--- src/hdl/assert_macros.svh ---
// Assertion macros shared by the deframer modules.
// No dependencies; included by the files that carry concurrent assertions.
`ifndef ASSERT_MACROS_SVH
`define ASSERT_MACROS_SVH

// Property checked at every clock edge outside reset.
`define TFD_ASSERT(label, clk, rst_n, prop) \
  label: assert property (@(posedge clk) disable iff (!rst_n) prop) \
    else $error("tfd assertion failed");

// Condition that must never hold outside reset.
`define TFD_NEVER(label, clk, rst_n, cond) \
  `TFD_ASSERT(label, clk, rst_n, !(cond))

`endif

--- src/hdl/tfd_pkg.sv ---
// Shared types and constants of the tiled frame packet deframer.
// No dependencies; imported by every module of the block.
package tfd_pkg;

  localparam int unsigned MaxPacketBytes = 16777216;
  localparam int unsigned OffW = 24;
  localparam logic [OffW-1:0] OffsetCap = OffW'(MaxPacketBytes - 1);

  localparam logic [3:0] PhHeader  = 4'd0;
  localparam logic [3:0] PhField   = 4'd1;
  localparam logic [3:0] PhPayload = 4'd13;
  localparam logic [3:0] PhDone    = 4'd14;

  localparam logic [31:0] HeaderBytes = 32'd14;

  localparam logic [1:0] KindDecode = 2'd0;
  localparam logic [1:0] KindSkip   = 2'd1;
  localparam logic [1:0] KindFrame  = 2'd2;

  localparam logic RegVersion  = 1'b0;
  localparam logic RegEncoding = 1'b1;

  localparam int unsigned QueueDepth = 4;
  localparam int unsigned QPtrW = $clog2(QueueDepth);

  function automatic logic [7:0] magic_byte(input logic [1:0] idx);
    logic [7:0] m;
    case (idx)
      2'd0: m = 8'h46;
      2'd1: m = 8'h52;
      2'd2: m = 8'h41;
      default: m = 8'h4D;
    endcase
    return m;
  endfunction

  typedef struct packed {
    logic [7:0]  packet_byte;
    logic        packet_end;
    logic [31:0] time_ms;
  } in_item_t;

  typedef struct packed {
    logic [1:0]  result_kind;
    logic [15:0] tile_x;
    logic [15:0] tile_y;
    logic [15:0] tile_w;
    logic [15:0] tile_h;
    logic [23:0] payload_offset;
    logic [31:0] payload_length;
    logic [31:0] frame_tag;
    logic [15:0] tiles_in_frame;
    logic [31:0] bytes_in_frame;
    logic [31:0] frame_elapsed;
    logic        last_of_run;
  } result_t;

  // Everything one byte produced: an optional tile and an optional frame summary.
  typedef struct packed {
    logic        tile_v;
    logic [1:0]  tile_kind;
    logic [15:0] tile_x;
    logic [15:0] tile_y;
    logic [15:0] tile_w;
    logic [15:0] tile_h;
    logic [23:0] payload_offset;
    logic [31:0] payload_length;
    logic        frame_v;
    logic [31:0] frame_tag;
    logic [15:0] tiles_in_frame;
    logic [31:0] bytes_in_frame;
    logic [31:0] frame_elapsed;
  } event_t;

  typedef struct packed {
    logic empty;
    logic full;
  } q_status_t;

endpackage

--- src/hdl/tile_frame_packet_deframer_unit.sv ---
// Top level of the tiled frame packet deframer.
// Depends on tfd_pkg, tfd_front, tfd_queue and tfd_back.
//
// Usage: packet bytes enter through a queue-style port. A transaction is
// accepted on a clock edge with push high and full low; each carries one
// byte, its end-of-packet mark and a millisecond timestamp. Results leave
// through a second queue-style port: while empty is low the oldest result
// sits on result_o, and it is taken on an edge with pop high.
// The parser handles one byte per cycle while full is low. A byte that
// completes a tile (or ends a packet with a frame summary) is written into
// a four-entry event queue; its first result reaches result_o through the
// queue and output register. A byte with a tile and a frame summary gives
// two results, tile first. When the receiver stalls, the output register
// holds its result, the event queue fills, and full rises once four events
// wait; bytes that cause no result still need a free slot to be taken.
// Two configuration registers sit on the APB port: the accepted version at
// address 0 (reset 1) and the encoding marked for decoding at address 4
// (reset 2). Reset clears the parser, the frame counters (frame id all
// ones), the event queue and output register; no clearing pass is needed.
module tile_frame_packet_deframer_unit (
  input  logic              clk_i,
  input  logic              rst_ni,
  input  logic              push,
  output logic              full,
  input  tfd_pkg::in_item_t in_item_i,
  output logic              empty,
  input  logic              pop,
  output tfd_pkg::result_t  result_o,
  input  logic              psel,
  input  logic              penable,
  input  logic              pwrite,
  input  logic [2:0]        paddr,
  input  logic [31:0]       pwdata,
  output logic [31:0]       prdata,
  output logic              pready
);
  import tfd_pkg::*;

  logic [7:0] version_q, encoding_q;
  logic       accept, ev_push, q_pop;
  event_t     ev, head;
  q_status_t  q_status;

  assign pready = 1'b1;
  assign prdata = (paddr[2] == RegEncoding) ? {24'h0, encoding_q} : {24'h0, version_q};

  always_ff @(posedge clk_i or negedge rst_ni) begin
    if (!rst_ni) begin
      version_q <= 8'd1;
      encoding_q <= 8'd2;
    end else if (psel && penable && pwrite) begin
      if (paddr[2] == RegVersion) version_q <= pwdata[7:0];
      else encoding_q <= pwdata[7:0];
    end
  end

  // Full follows the event queue, so a byte is only taken when any result
  // it may produce has room.
  assign full = q_status.full;
  assign accept = push && !q_status.full;

  tfd_front u_front (
    .clk_i      (clk_i),
    .rst_ni     (rst_ni),
    .version_i  (version_q),
    .encoding_i (encoding_q),
    .accept_i   (accept),
    .item_i     (in_item_i),
    .ev_push_o  (ev_push),
    .ev_o       (ev)
  );

  tfd_queue u_queue (
    .clk_i    (clk_i),
    .rst_ni   (rst_ni),
    .push_i   (ev_push),
    .ev_i     (ev),
    .pop_i    (q_pop),
    .head_o   (head),
    .status_o (q_status)
  );

  tfd_back u_back (
    .clk_i      (clk_i),
    .rst_ni     (rst_ni),
    .head_i     (head),
    .q_status_i (q_status),
    .q_pop_o    (q_pop),
    .pop_i      (pop),
    .empty_o    (empty),
    .result_o   (result_o)
  );
endmodule

--- src/hdl/tfd_front.sv ---
// Byte parser of the deframer: header, tile records and payload tracking.
// Depends on tfd_pkg; writes one event per byte that produces results.
`include "assert_macros.svh"
module tfd_front (
  input  logic              clk_i,
  input  logic              rst_ni,
  input  logic [7:0]        version_i,
  input  logic [7:0]        encoding_i,
  input  logic              accept_i,
  input  tfd_pkg::in_item_t item_i,
  output logic              ev_push_o,
  output tfd_pkg::event_t   ev_o
);
  import tfd_pkg::*;

  logic [3:0]        phase_q, phase_d;
  logic [OffW-1:0]   off_q, off_d;
  logic [31:0]       fs_q, fs_d;
  logic [7:0]        enc_q, enc_d;
  logic [15:0]       trem_q, trem_d;
  logic              flag_q, flag_d;
  logic [3:0][15:0]  tf_q, tf_d;
  logic [31:0]       prem_q, prem_d;
  logic [OffW-1:0]   pstart_q, pstart_d;
  logic [31:0]       frame_q, frame_d;
  logic [31:0]       fstart_q, fstart_d;
  logic [15:0]       tcnt_q, tcnt_d;
  logic [31:0]       fbytes_q, fbytes_d;
  logic              abort_q, abort_d;
  logic              fin, frame_done;
  logic [3:0]        r;
  logic [7:0]        b;
  logic [OffW-1:0]   idx;

  always_comb begin
    b = item_i.packet_byte;
    idx = off_q;
    r = phase_q - 4'd1;
    phase_d = phase_q;
    off_d = (off_q < OffsetCap) ? off_q + OffW'(1) : off_q;
    fs_d = fs_q;
    enc_d = enc_q;
    trem_d = trem_q;
    flag_d = flag_q;
    tf_d = tf_q;
    prem_d = prem_q;
    pstart_d = pstart_q;
    frame_d = frame_q;
    fstart_d = fstart_q;
    tcnt_d = tcnt_q;
    fbytes_d = fbytes_q;
    abort_d = abort_q;
    fin = 1'b0;
    if (!abort_q) begin
      if (phase_q == PhHeader) begin
        if (idx < OffW'(4)) begin
          if (b != magic_byte(idx[1:0])) abort_d = 1'b1;
        end else begin
          case (idx)
            OffW'(4): if (b != version_i) abort_d = 1'b1;
            OffW'(5): fs_d = {24'h0, b};
            OffW'(6): fs_d[15:8] = b;
            OffW'(7): fs_d[23:16] = b;
            OffW'(8): fs_d[31:24] = b;
            OffW'(9): enc_d = b;
            OffW'(10): trem_d = {8'h0, b};
            OffW'(11): trem_d[15:8] = b;
            OffW'(12): flag_d = b[0];
            default: begin
              if (fs_q != frame_q) begin
                frame_d = fs_q;
                fstart_d = item_i.time_ms;
                tcnt_d = '0;
                fbytes_d = HeaderBytes;
              end else begin
                fbytes_d = fbytes_q + HeaderBytes;
              end
              phase_d = (trem_q != '0) ? PhField : PhDone;
            end
          endcase
        end
      end else begin
        fbytes_d = fbytes_q + 32'd1;
        if (phase_q >= PhField && phase_q < PhPayload) begin
          if (r < 4'd8) begin
            if (!r[0]) tf_d[r[2:1]] = {8'h0, b};
            else tf_d[r[2:1]][15:8] = b;
            phase_d = phase_q + 4'd1;
          end else begin
            case (r[1:0])
              2'd0: fs_d = {24'h0, b};
              2'd1: fs_d[15:8] = b;
              2'd2: fs_d[23:16] = b;
              default: fs_d[31:24] = b;
            endcase
            if (r[1:0] == 2'd3) begin
              prem_d = fs_d;
              pstart_d = off_d;
              if (fs_d == '0) fin = 1'b1;
              else phase_d = PhPayload;
            end else begin
              phase_d = phase_q + 4'd1;
            end
          end
        end else if (phase_q == PhPayload) begin
          prem_d = prem_q - 32'd1;
          if (prem_d == '0) fin = 1'b1;
        end
      end
    end
    if (fin) begin
      tcnt_d = tcnt_d + 16'd1;
      trem_d = trem_d - 16'd1;
      phase_d = (trem_d != '0) ? PhField : PhDone;
    end
    frame_done = item_i.packet_end && !abort_d && phase_d == PhDone && flag_d;

    ev_o.tile_v = fin;
    ev_o.tile_kind = (enc_d == encoding_i && fs_d != '0) ? KindDecode : KindSkip;
    ev_o.tile_x = tf_d[0];
    ev_o.tile_y = tf_d[1];
    ev_o.tile_w = tf_d[2];
    ev_o.tile_h = tf_d[3];
    ev_o.payload_offset = pstart_d;
    ev_o.payload_length = fs_d;
    ev_o.frame_v = frame_done;
    ev_o.frame_tag = frame_d;
    ev_o.tiles_in_frame = tcnt_d;
    ev_o.bytes_in_frame = fbytes_d;
    ev_o.frame_elapsed = item_i.time_ms - fstart_d;
    ev_push_o = accept_i && (fin || frame_done);

    // The end mark always restarts the parse for the next packet.
    if (item_i.packet_end) begin
      phase_d = PhHeader;
      off_d = '0;
      fs_d = '0;
      enc_d = '0;
      trem_d = '0;
      flag_d = 1'b0;
      tf_d = '0;
      prem_d = '0;
      pstart_d = '0;
      abort_d = 1'b0;
    end
  end

  always_ff @(posedge clk_i or negedge rst_ni) begin
    if (!rst_ni) begin
      phase_q <= PhHeader;
      off_q <= '0;
      fs_q <= '0;
      enc_q <= '0;
      trem_q <= '0;
      flag_q <= 1'b0;
      tf_q <= '0;
      prem_q <= '0;
      pstart_q <= '0;
      frame_q <= '1;
      fstart_q <= '0;
      tcnt_q <= '0;
      fbytes_q <= '0;
      abort_q <= 1'b0;
    end else if (accept_i) begin
      phase_q <= phase_d;
      off_q <= off_d;
      fs_q <= fs_d;
      enc_q <= enc_d;
      trem_q <= trem_d;
      flag_q <= flag_d;
      tf_q <= tf_d;
      prem_q <= prem_d;
      pstart_q <= pstart_d;
      frame_q <= frame_d;
      fstart_q <= fstart_d;
      tcnt_q <= tcnt_d;
      fbytes_q <= fbytes_d;
      abort_q <= abort_d;
    end
  end

  `TFD_ASSERT(a_frame_on_end, clk_i, rst_ni, ev_push_o && ev_o.frame_v |-> item_i.packet_end)
  `TFD_NEVER(a_phase_range, clk_i, rst_ni, phase_q == 4'd15)
endmodule

--- src/hdl/tfd_queue.sv ---
// Short event queue between the byte parser and the result formatter.
// Depends on tfd_pkg for the event type and depth.
`include "assert_macros.svh"
module tfd_queue (
  input  logic                clk_i,
  input  logic                rst_ni,
  input  logic                push_i,
  input  tfd_pkg::event_t     ev_i,
  input  logic                pop_i,
  output tfd_pkg::event_t     head_o,
  output tfd_pkg::q_status_t  status_o
);
  import tfd_pkg::*;

  event_t           mem_q [QueueDepth];
  logic [QPtrW-1:0] wr_q, rd_q;
  logic [QPtrW:0]   cnt_q, cnt_d;

  assign status_o.empty = (cnt_q == '0);
  assign status_o.full = (cnt_q == (QPtrW+1)'(QueueDepth));
  assign head_o = mem_q[rd_q];

  always_comb begin
    cnt_d = cnt_q;
    if (push_i && !pop_i) cnt_d = cnt_q + 1'b1;
    else if (pop_i && !push_i) cnt_d = cnt_q - 1'b1;
  end

  always_ff @(posedge clk_i or negedge rst_ni) begin
    if (!rst_ni) begin
      wr_q <= '0;
      rd_q <= '0;
      cnt_q <= '0;
    end else begin
      if (push_i) wr_q <= wr_q + 1'b1;
      if (pop_i) rd_q <= rd_q + 1'b1;
      cnt_q <= cnt_d;
    end
  end

  always_ff @(posedge clk_i) begin
    if (push_i) mem_q[wr_q] <= ev_i;
  end

  `TFD_NEVER(a_no_overflow, clk_i, rst_ni, push_i && status_o.full && !pop_i)
  `TFD_NEVER(a_no_underflow, clk_i, rst_ni, pop_i && status_o.empty)
endmodule

--- src/hdl/tfd_back.sv ---
// Result formatter: splits each event into one or two results and holds
// the oldest one in an output register. Depends on tfd_pkg.
`include "assert_macros.svh"
module tfd_back (
  input  logic                clk_i,
  input  logic                rst_ni,
  input  tfd_pkg::event_t     head_i,
  input  tfd_pkg::q_status_t  q_status_i,
  output logic                q_pop_o,
  input  logic                pop_i,
  output logic                empty_o,
  output tfd_pkg::result_t    result_o
);
  import tfd_pkg::*;

  logic    valid_q;
  logic    second_q, second_d;
  logic    load;
  result_t res_q, res_d;

  assign load = (!valid_q || (pop_i && valid_q)) && !q_status_i.empty;
  assign empty_o = !valid_q;
  assign result_o = res_q;

  always_comb begin
    res_d = '0;
    res_d.frame_tag = head_i.frame_tag;
    res_d.tiles_in_frame = head_i.tiles_in_frame;
    res_d.bytes_in_frame = head_i.bytes_in_frame;
    second_d = second_q;
    q_pop_o = 1'b0;
    if (head_i.tile_v && !second_q) begin
      res_d.result_kind = head_i.tile_kind;
      res_d.tile_x = head_i.tile_x;
      res_d.tile_y = head_i.tile_y;
      res_d.tile_w = head_i.tile_w;
      res_d.tile_h = head_i.tile_h;
      res_d.payload_offset = head_i.payload_offset;
      res_d.payload_length = head_i.payload_length;
      res_d.last_of_run = !head_i.frame_v;
      if (head_i.frame_v) second_d = 1'b1;
      else q_pop_o = load;
    end else begin
      res_d.result_kind = KindFrame;
      res_d.frame_elapsed = head_i.frame_elapsed;
      res_d.last_of_run = 1'b1;
      second_d = 1'b0;
      q_pop_o = load;
    end
  end

  always_ff @(posedge clk_i or negedge rst_ni) begin
    if (!rst_ni) begin
      valid_q <= 1'b0;
      second_q <= 1'b0;
    end else begin
      if (load) begin
        valid_q <= 1'b1;
        second_q <= second_d;
      end else if (pop_i) begin
        valid_q <= 1'b0;
      end
    end
  end

  always_ff @(posedge clk_i) begin
    if (load) res_q <= res_d;
  end

  `TFD_NEVER(a_second_has_head, clk_i, rst_ni, second_q && q_status_i.empty)
endmodule
--- config.mk ---
export PLATFORM = sky130hd
export DESIGN_NAME = tile_frame_packet_deframer_unit
export DESIGN_NICKNAME = d
export VERILOG_FILES = /design/src/hdl/tfd_pkg.sv /design/src/hdl/tile_frame_packet_deframer_unit.sv /design/src/hdl/tfd_front.sv /design/src/hdl/tfd_queue.sv /design/src/hdl/tfd_back.sv
export VERILOG_INCLUDE_DIRS = /design/src /design/src/hdl
export SDC_FILE = /design/constraint.sdc
export NUM_CORES = 2
export LEC_CHECK = 0
export ABC_AREA = 0
export BUFFER_PORTS_ARGS = -buffer_cell sky130_fd_sc_hd__buf_2
export CORE_ASPECT_RATIO = 1.1
export CORE_MARGIN = 3
export CORE_UTILIZATION = 35
export DETAILED_ROUTE_END_ITERATION = 8
export PLACE_DENSITY = 0.47
export SLEW_MARGIN = 20
export SYNTH_ARGS = -nofsm -noshare
export SYNTH_HDL_FRONTEND = slang
export SYNTH_SLANG_ARGS = --single-unit
--- constraint.sdc ---
create_clock -name clk_i -period 36 [get_ports clk_i]
set_input_delay 0 -clock clk_i [delete_from_list [all_inputs] [get_ports clk_i]]
set_output_delay 0 -clock clk_i [all_outputs]
set_load 0.005 [all_outputs]
==> results.json <==
{
  "outcome": "finished, final reports clean",
  "post-route-period-util": 0.2212,
  "start_util": 0.3525,
  "utilization": 0.4081,
  "synth_area_per_cell_sq_um": 14.53,
  "synth-async-reset-ratio": 0.2260,
  "synth_compound_gate_area_share": 0.08118,
  "crit_end": "u_queue.mem_q[0][21]",
  "r2r-end": "u_queue.mem_q[0][21]",
  "gp_congestion": 0.8762,
  "die_h_microns": 462.9,
  "coreArea_sq_um": 188500,
  "routed-wl-met2_mm": 89.81,
  "final_nets": 5032,
  "clock-sinks": 1518,
  "p_seq_frac": 0.382,
  "grt_antenna_before_repair": 13,
  "placementRows": 167,
  "max_freq_mhz": 125.6,
  "crit_path_start_kind": "register",
  "ios": 353,
  "crit_type": "register to register",
  "htreeDepth": 4,
  "setup_slack_ns": 28.04,
  "clock_power_share": 0.261,
  "fill_cells": 17533,
  "cts_resized": 0,
  "grt_pass1_vias": 41235,
  "cts.clk_slew.worst_paths_ns": 0.06,
  "finalHoldViolations": 0,
  "topRoutingLayerUsed": "met4",
  "min_period_ns": 7.963,
  "yosysTopAreaCellShare": 0.5312,
  "hpwl_mm": 111.5,
  "rsz0062_at_grt": "no",
  "max-vdd-ir-drop_mv": 0.07061,
  "drtIter0Drc": 3093,
  "muxShareOfSynthArea": 0.1109,
  "cts_tree": "done",
  "drc": 0,
  "synth_top_family_by_area": "multiplexers",
  "ff2ff_path_depth": 20,
  "synthCells": 4572,
  "first_pass_iters": 5,
  "dp.cells": 7190,
  "cp_max_fo": 50,
  "setup_tns_ns": 0,
  "cts_hold_buf": 70,
  "rrSetupSlack_ns": 28.04,
  "p_int_mw": 4.215,
  "synth_xor_xnor_area_share": 0.02004,
  "swShare": 0.3583,
  "vias_per_cell": 5.347,
  "fin_worst_skew_ns": 0.05273,
  "post_synth_num_cell_types": 107,
  "grt_start_max_net_pins": 149,
  "cp.arrival_ns": 8.53,
  "dp_worst_setup_slack_ns": 28.11,
  "p_switching_mw": 2.354,
  "drt-wirelength-per-cell_microns": 24.26,
  "yosys.area_share.simple": 0.09146,
  "power.density_nw_per_um2": 85.40,
  "yosys.area_share.adder": 0.01092,
  "routed_wl_mm": 183.8,
  "worstMarginPinSlew_ns": 1.134,
  "synth_warnings": 0,
  "power.leakage_nw": 28.45,
  "yosys-top-cells-count": "1175 x edfxtp_1, 428 x nand2_1, 309 x dfrtp_1",
  "ctsLongestPathBuffers": 3,
  "track_usage": 0.1862,
  "drive_gt1_frac": 0.2177,
  "yosysSeqAreaShare": 0.6610,
  "die_w_microns": 421.4,
  "synth_area_leaders": "edfxtp_1 53%, dfrtp_1 12%, mux4_2 8.0%, nand2_1 2.4%, mux2_2 2.1%",
  "die_area_sq_um": 195100,
  "grt_pass1_wl_mm": 275.6,
  "slew_headroom": 0.2338,
  "cts_root_buf": "clkbuf_16",
  "routed-via-count": 40496,
  "final-max-slew-violation-count": 0,
  "yosys.area.top_type": "edfxtp_1",
  "synth_seq_cells": 1518,
  "ant_nets": 0,
  "cp-end-kind": "register",
  "required_ns": 36.57,
  "holdCritPathClass": "input port to register",
  "netlist_area_sq_um": 66430,
  "combinationalPowerShare": 0.357,
  "final_cells": 7574,
  "grt-ovfl-total": 0,
  "synth_edf_count": 1175,
  "max_cap_violations": 0,
  "reg2reg_from": "u_front.phase_q[0]",
  "yosysMostFrequentCell": "edfxtp_1",
  "post-cts-setup-buffers": 0,
  "wl_met1_mm": 80.04,
  "portBuffers": 301,
  "routed-wl-met3_mm": 8.913,
  "crit_start": "u_front.phase_q[0]",
  "clk_latency_ns": 0.82,
  "synth_ff_type": "edfxtp_1",
  "cts_buffers": 166,
  "area_delta_synth_final_pct": 15.79,
  "setup_viol": 0
}
metrics by stage:
stage	instance area, sq um	power [mW]	hold slack (ns)
2_1_floorplan	66520	4.078	-0.2956
3_3_place_gp	70670	4.885	-0.006005
3_5_place_dp	70680	4.910	0.001612
4_1_cts	76910	6.667	0.05331
5_1_grt	76910	6.962	0.1019
6_report	76920	6.569	0.1175
layer usage:
metal | up-vias | global-route usage
li1 | 18274 | -
met1 | 20963 | 0.2508
met2 | 1010 | 0.3102
met3 | 249 | 0.03020
met4 | 0 | 0.05566
met5 | - | 0
worst min-delay path by stage:
stage / start / cells past startpoint / end
after floorplan: rst_ni / 0 / encoding_q[0]
after global placement: rst_ni / 1 / u_front.fbytes_q[19]
after global routing: in_item_i[5] / 4 / u_front.fstart_q[5]
final: in_item_i[12] / 4 / u_front.fstart_q[12]
after CTS: in_item_i[12] / 4 / u_front.fstart_q[12]
after detailed placement: rst_ni / 1 / u_front.fbytes_q[19]
power by group through the flow:
stage          clock, mW  combinational (mW)  sequential [mW]
2_1_floorplan          0                1.56             2.52
3_3_place_gp           0                2.34             2.54
3_5_place_dp           0                2.37             2.54
4_1_cts             1.77                2.38             2.51
5_1_grt             1.84                2.58             2.53
6_report            1.72                2.34             2.51
cell usage in the layout (no fill, tap or decap), types with 73 or more instances in the layout:
master,count
edfxtp_1,1175
nand2_1,428
dfrtp_1,306
buf_2,300
o21ai_0,264
mux4_2,234
nor2_1,197
clkbuf_16,168
and3_1,158
a21oi_1,131
mux2_2,122
a22o_1,119
buf_4,85
xor2_1,79
xnor2_1,73
critical path, stage by stage (launching register included):
cell and delay, ns:
dfrtp_1 0.36, buf_4 0.24, inv_1 0.29, ha_1 0.20
buf_4 0.33, nor3b_2 0.22, buf_4 0.57, nand2_1 0.62
nor3_2 0.57, buf_4 0.34, buf_4 0.61, mux2i_1 0.30
ha_1 0.32, a21oi_1 0.39, a31oi_1 0.31, a2111oi_0 0.79
nor2_1 0.13, or3_1 0.34, a21oi_1 0.23, o21ai_0 0.16
xor2_1 0.31
flip-flops by register name (all words and copies together) (netlist names), 16 cells and up:
name              count
u_back.result_o     235
u_front.fbytes_q     32
u_front.frame_q      32
u_front.fs_q         32
u_front.fstart_q     32
u_front.idx          24
u_front.prem_q       32
u_front.pstart_q     24
u_front.tcnt_q       16
u_front.tf_q         64
u_front.trem_q       16
u_queue.mem_q       940
layout make-up:
type / count / area (sq um) / share of cell area
clock buffer: 224 / 4574 / 0.05947
timing repair buffer: 461 / 2973 / 0.03865
inverter: 60 / 226.5 / 0.002944
sequential: 1518 / 43920 / 0.5710
multi-input combinational: 2686 / 21110 / 0.2744
antenna: 4 / 10.01 / 0.0001301
tap: 2535 / 3172 / 0.04124
clock inverter: 86 / 939.7 / 0.01222
cells by family (layout without fill, tap and decap cells):
| family | after synthesis | in the layout |
|---|---|---|
| compound gates | 815 | 815 |
| other cells | 2 | 29 |
| mux | 426 | 426 |
| xor+xnor | 152 | 152 |
| fa+ha+maj | 57 | 57 |
| flops | 1518 | 1518 |
| simple gates | 1211 | 1211 |
| buf+inv | 391 | 831 |
Power figures use the tool's default switching activity.
